`src/rtl/core/rras_pkg.sv`:
```
// Shared constants and types for the converter statistics block.
package rras_pkg;
   localparam int SampleBits    = 12;
   localparam int CountBitsDef  = 20;
   localparam int SumBits       = 32;
   localparam int TallyBits     = 16;
   localparam int LoadBits      = 15;
   localparam int TempBits      = 19;
   localparam int MinBits       = SampleBits + 1;
   localparam int MaxBits       = SampleBits;
   localparam int AvgBits       = SampleBits;
   localparam int ChBits        = 2;
   localparam int QueueDepth    = 2;

   localparam logic [ChBits-1:0] ChIdle0 = 2'd0;
   localparam logic [ChBits-1:0] ChIdle1 = 2'd1;
   localparam logic [ChBits-1:0] ChTemp  = 2'd2;

   localparam logic OpSample = 1'b0;
   localparam logic OpRead   = 1'b1;

   typedef struct packed {
      logic                  op;
      logic [SampleBits-1:0] sample;
      logic                  sample_error;
      logic [ChBits-1:0]     channel;
   } cmd_type;
endpackage

```
`src/rtl/core/rras_front.sv`:
```
// Front end: accept items, tag samples with the round-robin channel, drop bad reads.
module rras_front (
   input  logic                            clock,
   input  logic                            reset,
   input  logic                            req_push,
   output logic                            req_full,
   input  logic                            req_op,
   input  logic [rras_pkg::SampleBits-1:0] req_sample,
   input  logic                            req_sample_error,
   input  logic [rras_pkg::ChBits-1:0]     req_read_channel,
   output logic                            q_valid,
   output rras_pkg::cmd_type               q_cmd,
   input  logic                            q_take
);
   import rras_pkg::*;
   logic [ChBits-1:0] active_ff, active_in;
   cmd_type           mem_ff [QueueDepth];
   logic              wp_ff, wp_in, rp_ff, rp_in;
   logic [1:0]        cnt_ff, cnt_in;
   logic              acc, keep;
   cmd_type           cmd;

   assign req_full = (cnt_ff == 2'(QueueDepth));
   assign acc      = req_push && !req_full;
   assign keep     = acc && (req_op == OpSample || req_read_channel <= ChTemp);

   always_comb begin
      cmd              = '0;
      cmd.op           = req_op;
      cmd.sample       = req_sample;
      cmd.sample_error = req_sample_error;
      cmd.channel      = (req_op == OpSample) ? active_ff : req_read_channel;
      active_in        = active_ff;
      if (acc && req_op == OpSample) begin
         active_in = (active_ff == ChTemp) ? ChIdle0 : active_ff + 2'd1;
      end
   end

   assign q_valid = cnt_ff != 2'd0;
   assign q_cmd   = mem_ff[rp_ff];
   assign wp_in   = keep ? ~wp_ff : wp_ff;
   assign rp_in   = (q_take && q_valid) ? ~rp_ff : rp_ff;
   assign cnt_in  = cnt_ff + {1'b0, keep} - {1'b0, q_take && q_valid};

   always_ff @(posedge clock) begin
      if (reset) begin
         active_ff <= ChTemp;
         wp_ff     <= 1'b0;
         rp_ff     <= 1'b0;
         cnt_ff    <= 2'd0;
      end else begin
         active_ff <= active_in;
         wp_ff     <= wp_in;
         rp_ff     <= rp_in;
         cnt_ff    <= cnt_in;
      end
   end

   always_ff @(posedge clock) begin
      if (keep) begin
         mem_ff[wp_ff] <= cmd;
      end
   end
endmodule

```
`src/rtl/core/rras_back.sv`:
```
// Back end: update channel statistics, divide and scale on reads, hold the result.
module rras_back #(
   parameter int COUNT_BITS  = rras_pkg::CountBitsDef
) (
   input  logic                                  clock,
   input  logic                                  reset,
   input  logic                                  q_valid,
   input  rras_pkg::cmd_type                     q_cmd,
   output logic                                  q_take,
   output logic                                  rsp_empty,
   input  logic                                  rsp_pop,
   output logic [rras_pkg::ChBits-1:0]           rsp_channel_read,
   output logic [COUNT_BITS-1:0]                 rsp_sample_count,
   output logic [rras_pkg::SumBits-1:0]          rsp_sample_sum,
   output logic [rras_pkg::MinBits-1:0]          rsp_min_raw,
   output logic [rras_pkg::MaxBits-1:0]          rsp_max_raw,
   output logic [rras_pkg::AvgBits-1:0]          rsp_average_raw,
   output logic [rras_pkg::LoadBits-1:0]         rsp_min_load,
   output logic [rras_pkg::LoadBits-1:0]         rsp_avg_load,
   output logic [rras_pkg::LoadBits-1:0]         rsp_max_load,
   output logic signed [rras_pkg::TempBits-1:0]  rsp_temperature_centi,
   output logic [rras_pkg::TallyBits-1:0]        rsp_error_count,
   output logic                                  rsp_average_valid
);
   import rras_pkg::*;
   localparam int SB = SampleBits;
   localparam logic [SB:0] FullScale = (SB+1)'(1) << SB;
   localparam logic [SB-1:0] SampleMax = '1;
   localparam logic [COUNT_BITS-1:0] CountMax = '1;

   // temperature numerator and divisor scaled down by 128
   localparam logic [21:0] TMul   = 22'd2578125;
   localparam logic [33:0] TOff   = 34'd2259200000;
   localparam logic [33:0] THalf  = 34'd27536;
   // reciprocal of 1721, exact for numerators below 2**28
   localparam logic [28:0] TRecip = 29'd319439753;
   localparam logic signed [TempBits-1:0] TBase = TempBits'(2700);

   localparam logic [2:0] StIdle = 3'd0;
   localparam logic [2:0] StDiv  = 3'd1;
   localparam logic [2:0] StMul  = 3'd2;
   localparam logic [2:0] StTmul = 3'd3;
   localparam logic [2:0] StTsub = 3'd4;
   localparam logic [2:0] StTrec = 3'd5;
   localparam logic [2:0] StOut  = 3'd6;

   logic [COUNT_BITS-1:0] cnt_ff [3];
   logic [SumBits-1:0]    sum_ff [3];
   logic [SB:0]           mn_ff  [2];
   logic [SB-1:0]         mx_ff  [2];
   logic [TallyBits-1:0]  tally_ff;

   logic [2:0]            st_ff;
   logic [4:0]            step_ff;
   logic [ChBits-1:0]     ch_ff;
   logic [COUNT_BITS-1:0] rcnt_ff;
   logic [SumBits-1:0]    rsum_ff, dvd_ff, quo_ff;
   logic [COUNT_BITS:0]   rem_ff;
   logic [SB:0]           rmn_ff;
   logic [SB-1:0]         rmx_ff;
   logic [SB-1:0]         avg_ff;
   logic [33:0]           tprod_ff;
   logic                  tneg_ff;
   logic [27:0]           tnum_ff;
   logic [17:0]           tq_ff;
   logic                  full_ff, full_in;

   logic [ChBits-1:0]     o_ch_ff;
   logic [COUNT_BITS-1:0] o_cnt_ff;
   logic [SumBits-1:0]    o_sum_ff;
   logic [SB:0]           o_mn_ff;
   logic [SB-1:0]         o_mx_ff, o_avg_ff;
   logic [LoadBits-1:0]   o_lmin_ff, o_lavg_ff, o_lmax_ff;
   logic signed [TempBits-1:0] o_temp_ff;
   logic [TallyBits-1:0]  o_tally_ff;
   logic                  o_valid_ff;

   function automatic logic [LoadBits-1:0] load_q88(input logic [SB:0] x);
      logic [SB:0]  d;
      logic [SB+15:0] p;
      d = FullScale - ((x > FullScale) ? FullScale : x);
      p = (SB+16)'(d) * (SB+16)'(25600) + (SB+16)'(FullScale >> 1);
      return LoadBits'(p >> SB);
   endfunction

   logic              is_idle;
   logic [COUNT_BITS:0] rem_sh;
   logic [33:0]       tdiff;
   logic [56:0]       tmul;
   logic [ChBits-1:0] c;
   logic [SB-1:0]     sv;
   logic [SumBits:0]  nsum;
   logic              valid;
   logic              out_load;

   assign q_take   = (st_ff == StIdle) && q_valid &&
                     (q_cmd.op == OpSample || !full_ff);
   assign c        = q_cmd.channel;
   assign sv       = q_cmd.sample;
   assign nsum     = {1'b0, sum_ff[c]} + (SumBits+1)'(sv);
   assign valid    = rcnt_ff != '0;
   assign is_idle  = ch_ff != ChTemp;
   assign rem_sh   = {rem_ff[COUNT_BITS-1:0], dvd_ff[SumBits-1]};
   assign tdiff    = (tprod_ff < TOff) ? TOff - tprod_ff : tprod_ff - TOff;
   assign tmul     = 57'(tnum_ff) * 57'(TRecip);
   assign out_load = (st_ff == StOut) && (!full_ff || rsp_pop);
   assign full_in  = out_load || (full_ff && !rsp_pop);

   always_ff @(posedge clock) begin
      if (reset) begin
         for (int i = 0; i < 3; i++) begin
            cnt_ff[i] <= '0;
            sum_ff[i] <= '0;
         end
         for (int i = 0; i < 2; i++) begin
            mn_ff[i] <= FullScale;
            mx_ff[i] <= '0;
         end
         tally_ff <= '0;
         st_ff    <= StIdle;
         full_ff  <= 1'b0;
      end else begin
         full_ff <= full_in;
         case (st_ff)
            StIdle: begin
               if (q_take && q_cmd.op == OpSample) begin
                  if (q_cmd.sample_error) begin
                     if (tally_ff != '1) tally_ff <= tally_ff + 1'b1;
                  end else begin
                     if (cnt_ff[c] != CountMax) cnt_ff[c] <= cnt_ff[c] + 1'b1;
                     sum_ff[c] <= nsum[SumBits] ? '1 : nsum[SumBits-1:0];
                     if (c != ChTemp) begin
                        if ({1'b0, sv} < mn_ff[c[0]]) mn_ff[c[0]] <= {1'b0, sv};
                        if (sv > mx_ff[c[0]]) mx_ff[c[0]] <= sv;
                     end
                  end
               end else if (q_take) begin
                  ch_ff   <= c;
                  rcnt_ff <= cnt_ff[c];
                  rsum_ff <= sum_ff[c];
                  dvd_ff  <= sum_ff[c];
                  rmn_ff  <= (c == ChTemp) ? FullScale : mn_ff[c[0]];
                  rmx_ff  <= (c == ChTemp) ? '0 : mx_ff[c[0]];
                  cnt_ff[c] <= '0;
                  sum_ff[c] <= '0;
                  if (c != ChTemp) begin
                     mn_ff[c[0]] <= FullScale;
                     mx_ff[c[0]] <= '0;
                  end
                  rem_ff  <= '0;
                  quo_ff  <= '0;
                  step_ff <= '0;
                  st_ff   <= StDiv;
               end
            end
            StDiv: begin
               if (rem_sh >= {1'b0, rcnt_ff} && valid) begin
                  rem_ff <= rem_sh - {1'b0, rcnt_ff};
                  quo_ff <= {quo_ff[SumBits-2:0], 1'b1};
               end else begin
                  rem_ff <= rem_sh;
                  quo_ff <= {quo_ff[SumBits-2:0], 1'b0};
               end
               dvd_ff  <= {dvd_ff[SumBits-2:0], 1'b0};
               step_ff <= step_ff + 1'b1;
               if (step_ff == 5'(SumBits - 1)) st_ff <= StMul;
            end
            StMul: begin
               if (!valid) avg_ff <= '0;
               else if (quo_ff > SumBits'(SampleMax)) avg_ff <= SampleMax;
               else avg_ff <= quo_ff[SB-1:0];
               st_ff <= StTmul;
            end
            StTmul: begin
               tprod_ff <= 34'(avg_ff) * 34'(TMul);
               st_ff    <= StTsub;
            end
            StTsub: begin
               tneg_ff <= tprod_ff < TOff;
               tnum_ff <= 28'((tdiff + THalf) >> 5);
               st_ff   <= StTrec;
            end
            StTrec: begin
               tq_ff <= tmul[56:39];
               st_ff <= StOut;
            end
            StOut: begin
               if (out_load) st_ff <= StIdle;
            end
            default: st_ff <= StIdle;
         endcase
      end
   end

   always_ff @(posedge clock) begin
      if (out_load) begin
         o_ch_ff    <= ch_ff;
         o_cnt_ff   <= rcnt_ff;
         o_sum_ff   <= rsum_ff;
         o_mn_ff    <= rmn_ff;
         o_mx_ff    <= rmx_ff;
         o_avg_ff   <= avg_ff;
         o_lmin_ff  <= is_idle ? load_q88({1'b0, rmx_ff}) : '0;
         o_lmax_ff  <= is_idle ? load_q88(rmn_ff) : '0;
         o_lavg_ff  <= (is_idle && valid) ? load_q88({1'b0, avg_ff}) : '0;
         o_temp_ff  <= (!is_idle && valid) ?
                       (tneg_ff ? TBase + $signed({1'b0, tq_ff})
                                : TBase - $signed({1'b0, tq_ff}))
                       : '0;
         o_tally_ff <= tally_ff;
         o_valid_ff <= valid;
      end
   end

   assign rsp_empty             = !full_ff;
   assign rsp_channel_read      = o_ch_ff;
   assign rsp_sample_count      = o_cnt_ff;
   assign rsp_sample_sum        = o_sum_ff;
   assign rsp_min_raw           = o_mn_ff;
   assign rsp_max_raw           = o_mx_ff;
   assign rsp_average_raw       = o_avg_ff;
   assign rsp_min_load          = o_lmin_ff;
   assign rsp_avg_load          = o_lavg_ff;
   assign rsp_max_load          = o_lmax_ff;
   assign rsp_temperature_centi = o_temp_ff;
   assign rsp_error_count       = o_tally_ff;
   assign rsp_average_valid     = o_valid_ff;
endmodule

```
`src/rtl/core/round_robin_adc_statistics.sv`:
```
// Top level of the round-robin converter statistics block.
// Input queue: req_push with req_full; op 0 is a sample for the current
// round-robin channel (temperature, idle 0, idle 1, starting on temperature),
// op 1 reads and clears channel req_read_channel (channel 3 is dropped).
// Result queue: rsp_empty low shows the oldest result; rsp_pop takes it.
// Samples produce no result; the back end retires one per cycle when idle.
// When the back end is idle, a read's result appears after the queue, the 32
// steps of the sum/count restoring divider, the clamp state, the temperature
// scaling states (multiply, subtract, reciprocal) and the output state.
// The back end takes no new item until a read's result is in the result register.
// A two-entry queue sits between the front and back ends, so pushes keep
// landing while a read is being divided.
// Reset clears all statistics, the error tally and the queues, and sets the
// round robin to the temperature channel.
// While a result waits unpopped, the next read stalls in front of the back
// end; items behind it wait in the queue and req_full rises when it fills.
module round_robin_adc_statistics #(
   parameter int COUNT_BITS  = rras_pkg::CountBitsDef
) (
   input  logic                           clock,
   input  logic                           reset,
   input  logic                           req_push,
   output logic                           req_full,
   input  logic                           req_op,
   input  logic [rras_pkg::SampleBits-1:0] req_sample,
   input  logic                           req_sample_error,
   input  logic [rras_pkg::ChBits-1:0]    req_read_channel,
   output logic                           rsp_empty,
   input  logic                           rsp_pop,
   output logic [rras_pkg::ChBits-1:0]    rsp_channel_read,
   output logic [COUNT_BITS-1:0]          rsp_sample_count,
   output logic [rras_pkg::SumBits-1:0]   rsp_sample_sum,
   output logic [rras_pkg::MinBits-1:0]   rsp_min_raw,
   output logic [rras_pkg::MaxBits-1:0]   rsp_max_raw,
   output logic [rras_pkg::AvgBits-1:0]   rsp_average_raw,
   output logic [rras_pkg::LoadBits-1:0]  rsp_min_load,
   output logic [rras_pkg::LoadBits-1:0]  rsp_avg_load,
   output logic [rras_pkg::LoadBits-1:0]  rsp_max_load,
   output logic signed [rras_pkg::TempBits-1:0] rsp_temperature_centi,
   output logic [rras_pkg::TallyBits-1:0] rsp_error_count,
   output logic                           rsp_average_valid
);
   import rras_pkg::*;
   logic    q_valid, q_take;
   cmd_type q_cmd;

   rras_front u_front (
      .clock, .reset, .req_push, .req_full, .req_op, .req_sample,
      .req_sample_error, .req_read_channel, .q_valid, .q_cmd, .q_take
   );

   rras_back #(.COUNT_BITS(COUNT_BITS)) u_back (
      .clock, .reset, .q_valid, .q_cmd, .q_take, .rsp_empty, .rsp_pop,
      .rsp_channel_read, .rsp_sample_count, .rsp_sample_sum, .rsp_min_raw,
      .rsp_max_raw, .rsp_average_raw, .rsp_min_load, .rsp_avg_load,
      .rsp_max_load, .rsp_temperature_centi, .rsp_error_count,
      .rsp_average_valid
   );
endmodule
```
`config.mk`:
```
export PLATFORM = sky130hd
export DESIGN_NAME = round_robin_adc_statistics
export DESIGN_NICKNAME = d
export VERILOG_FILES = /design/src/rtl/core/rras_pkg.sv /design/src/rtl/core/rras_front.sv /design/src/rtl/core/rras_back.sv /design/src/rtl/core/round_robin_adc_statistics.sv
export SDC_FILE = /design/constraint.sdc
export NUM_CORES = 2
export LEC_CHECK = 0
export ABC_AREA = 1
export BUFFER_PORTS_ARGS = -buffer_cell sky130_fd_sc_hd__buf_2
export CAP_MARGIN = 20
export CORE_MARGIN = 2
export CORE_UTILIZATION = 64
export DETAILED_ROUTE_END_ITERATION = 7
export PLACE_DENSITY = 0.82
export SYNTH_ARGS = -nofsm -noshare
export SYNTH_HDL_FRONTEND = slang
export SYNTH_HIERARCHICAL = 1
export SYNTH_SLANG_ARGS = --single-unit
```
`constraint.sdc`:
```
create_clock -name clock -period 14.1 [get_ports clock]
set_input_delay 0 -clock clock [delete_from_list [all_inputs] [get_ports clock]]
set_output_delay 0 -clock clock [all_outputs]
set_load 0.02 [all_outputs]
```
==> results.sh <==
export IMPL_timing_rr_end="u_back/cnt_ff[1][16]"
export IMPL_tns_ps=0
export IMPL_ys_types=67
export IMPL_via_count=42315
export IMPL_hold_viol=0
export IMPL_maxCapViolations=0
export IMPL_first_pass_iters=6
export IMPL_avgSynthCellArea_um2=9.39
export IMPL_area_growth_syn_to_layout_pct=8.86
export IMPL_drv_slew=0
export IMPL_yosysWarnings=6
export IMPL_grt_use_total=0.318
export IMPL_syn_area_um2=56400
export IMPL_dp_hpwl_um=109000
export IMPL_cp_max_fo=37
export IMPL_cp_required_ps=14260
export IMPL_die_h_um=301
export IMPL_whs_ps=141
export IMPL_cts_root_buf="clkbuf_16"
export IMPL_grt_pass1_vias=42775
export IMPL_slew_headroom=0.307
export IMPL_viasPerCell=5.67
export IMPL_holdPathStages=2
export IMPL_status="finished clean"
export IMPL_grt_antenna_before_repair=9
export IMPL_reg2reg_slack_ps=7760
export IMPL_grt_ovfl_total=0
export IMPL_hold_end="u_front/mem_ff[0][10]"
export IMPL_mostFrequentLayoutCells="1,154 x inv_1, 986 x nand2_1, 723 x edfxtp_1"
export IMPL_rsz0062_at_grt="false"
export IMPL_cts_resized=0
export IMPL_drive_gt1_frac=0.0760
export IMPL_detail_route_wirelength_um=142000
export IMPL_ys_seq_elements=750
export IMPL_core_rowCount=108
export IMPL_endpoint_kind="flip-flop"
export IMPL_clock_sinks=750
export IMPL_hold_start="req_sample[7]"
export IMPL_pin_count=194
export IMPL_die_area_um2=90600
export IMPL_peakVddDrop_mv=0.267
export IMPL_grt_max_degree=158
export IMPL_tightest_slew_ps=1040
export IMPL_cts_tree="built"
export IMPL_drtAntennaViolNets=0
export IMPL_clock_latency_ps=660
export IMPL_synth_nets=6981
export IMPL_ys_flop_type="edfxtp_1"
export IMPL_period_share=0.450
export IMPL_crit_path_start_kind="flip-flop"
export IMPL_hold_class="input pin to flip-flop"
export IMPL_gp_congestion=1.01
export IMPL_period_needed_ps=6340
export IMPL_coreArea_um2=87000
export IMPL_chipWidth_um=301
export IMPL_crit_arrival_ps=6500
export IMPL_fill_cells=6543
export IMPL_synth_edf_count=723
export IMPL_drt_initial_drc_count=4113
export IMPL_ys_async_sr_fraction=0
export IMPL_portBuffers=193
export IMPL_grt_pass1_wl_um=225000
export IMPL_clk_pin_slew_ps=60
export IMPL_nets=7210
export IMPL_fin_worst_skew_ps=32.2
export IMPL_drc_errors=0
export IMPL_ys_seq_area_frac=0.394
export IMPL_critPathKind="flip-flop to flip-flop"
export IMPL_final_common_cell="inv_1"
export IMPL_max_freq_mhz=158
export IMPL_wl_per_cell_um=19.1
export IMPL_powerDensity_nw_per_um2=187
export IMPL_numCtsBuffers=80
export IMPL_p_leak_uw=0.0290
export IMPL_r2r_cells=18
export IMPL_clk_path_buf_depth=3
export IMPL_syn_inst=6009
export IMPL_start_util=0.649
export IMPL_htree_levels=3
export IMPL_setup_viol=0
[per-stage QoR]
step / power [uW] / area (um^2) / cells / utilization / worst slack [ps]
6_report: 11500 / 61400 / 7459 / 0.706 / 7760
5_1_grt: 12400 / 61400 / 7458 / 0.706 / 7450
4_1_cts: 11400 / 61400 / 7455 / 0.706 / 7880
3_5_place_dp: 9250 / 58600 / 7288 / 0.673 / 8000
3_3_place_gp: 9020 / 58600 / 7288 / 0.673 / 8140
2_1_floorplan: 7900 / 56400 / 6009 / - / 3730
[per-layer routing]
| layer | up-vias | track usage | share of wire |
|---|---|---|---|
| met1 | 20068 | 0.418 | 0.41 |
| met4 | 6 | 0.126 | 0.040 |
| met2 | 1745 | 0.537 | 0.48 |
| met3 | 366 | 0.0425 | 0.074 |
| met5 | - | 0 | 0.00027 |
| li1 | 20130 | - | - |
[where the power goes]
group          switching [uW]  internal (uW)
sequential                166           3130
combinational            4010           2060
clock                     898           1200
[Yosys cell counts, types with 15 or more instances]
| master | count | area (um^2) |
|---|---|---|
| inv_1 | 1155 | 4340 |
| nand2_1 | 987 | 3700 |
| edfxtp_1 | 723 | 21700 |
| nor2_1 | 674 | 2530 |
| ha_1 | 631 | 7900 |
| fa_1 | 321 | 6430 |
| a21oi_1 | 291 | 1460 |
| nand3_1 | 224 | 1120 |
| o21ai_0 | 189 | 946 |
| xor2_1 | 135 | 1180 |
| nor3_1 | 65 | 325 |
| nand4_1 | 61 | 382 |
| clkbuf_1 | 50 | 188 |
| xnor2_1 | 42 | 368 |
| a22oi_1 | 34 | 255 |
| dfxtp_1 | 27 | 541 |
| nor4_1 | 26 | 163 |
| mux2i_1 | 23 | 230 |
| a31oi_1 | 22 | 138 |
| or2_2 | 22 | 138 |
| inv_2 | 19 | 71.3 |
| o21a_1 | 17 | 128 |
| o21bai_1 | 17 | 128 |
| a21o_1 | 16 | 120 |
| o21ai_1 | 15 | 75.1 |
[worst max-delay path, cell delays in order (launching register included)]
cell and delay [ps]:
dfxtp_1 970, mux2_4 730, inv_2 270, nor2_4 390, buf_4 540, nand2_1 120
nand2_1 90, a221oi_1 70, inv_1 170, ha_1 190, inv_1 80, nor2_2 180
nand2_1 110, inv_2 90, nand3_2 80, nor3_2 130, nand4_1 120, nand2_1 650
nand2_1 830
[area by class of cell]
type                    instances  area [um^2]  share of cell area
well taps                    1155         1450              0.0235
diodes                          3         7.51            0.000122
multi-input cells            3984        29300               0.477
clock inverters                48          473             0.00770
clock buffers                  97         2130              0.0346
flip-flops and latches        750        22300               0.362
inverters                    1180         4440              0.0722
repair buffers                242         1410              0.0229
[cells by family (layout without fill, tap and decap cells)]
kind of cell / count (synthesis) / in the layout / synth area share
buffers and inverters: 1275 / 1567 / 0.0879
xor gates and xnor gates: 177 / 177 / 0.0275
and+or+nand+nor: 2138 / 2138 / 0.159
adders and majority gates: 952 / 952 / 0.254
AOI/OAI and AO/OA: 678 / 678 / 0.0694
muxes: 39 / 39 / 0.00794
DFF: 750 / 750 / 0.394
other: 0 / 3 / 0
[state kept, by name, indices dropped and copies added (netlist names), 28 cells and up, named ones only]
register	count
u_back/cnt_ff	80
u_back/dvd_ff	32
u_back/quo_ff	32
u_back/rsp_sample_sum	32
u_back/rsum_ff	32
u_back/sum_ff	128
u_back/tnum_ff	28
u_back/tprod_ff	34
u_front/mem_ff	32
[worst max-delay path by stage]
stage,from,to,slack (ps)
3_5_place_dp,flip-flop,u_back/cnt_ff[1][15],8000
6_report,flip-flop,u_back/cnt_ff[1][16],7760
2_1_floorplan,flip-flop,u_back/dvd_ff[0],3730
3_3_place_gp,u_back/tnum_ff[20],u_back/tq_ff[11],8140
4_1_cts,flip-flop,u_back/cnt_ff[1][11],7880
5_1_grt,flip-flop,u_back/cnt_ff[1][11],7450
[what timing repair did]
| action | CTS | global route |
|---|---|---|
| endpoints found under the hold margin | 50 | 0 |
| endpoints found under the setup margin | 0 | 0 |
| hold buffers | 22 | 0 |
| buffers inserted | 0 | 0 |
No activity file was read; power rests on OpenSTA's default activity.
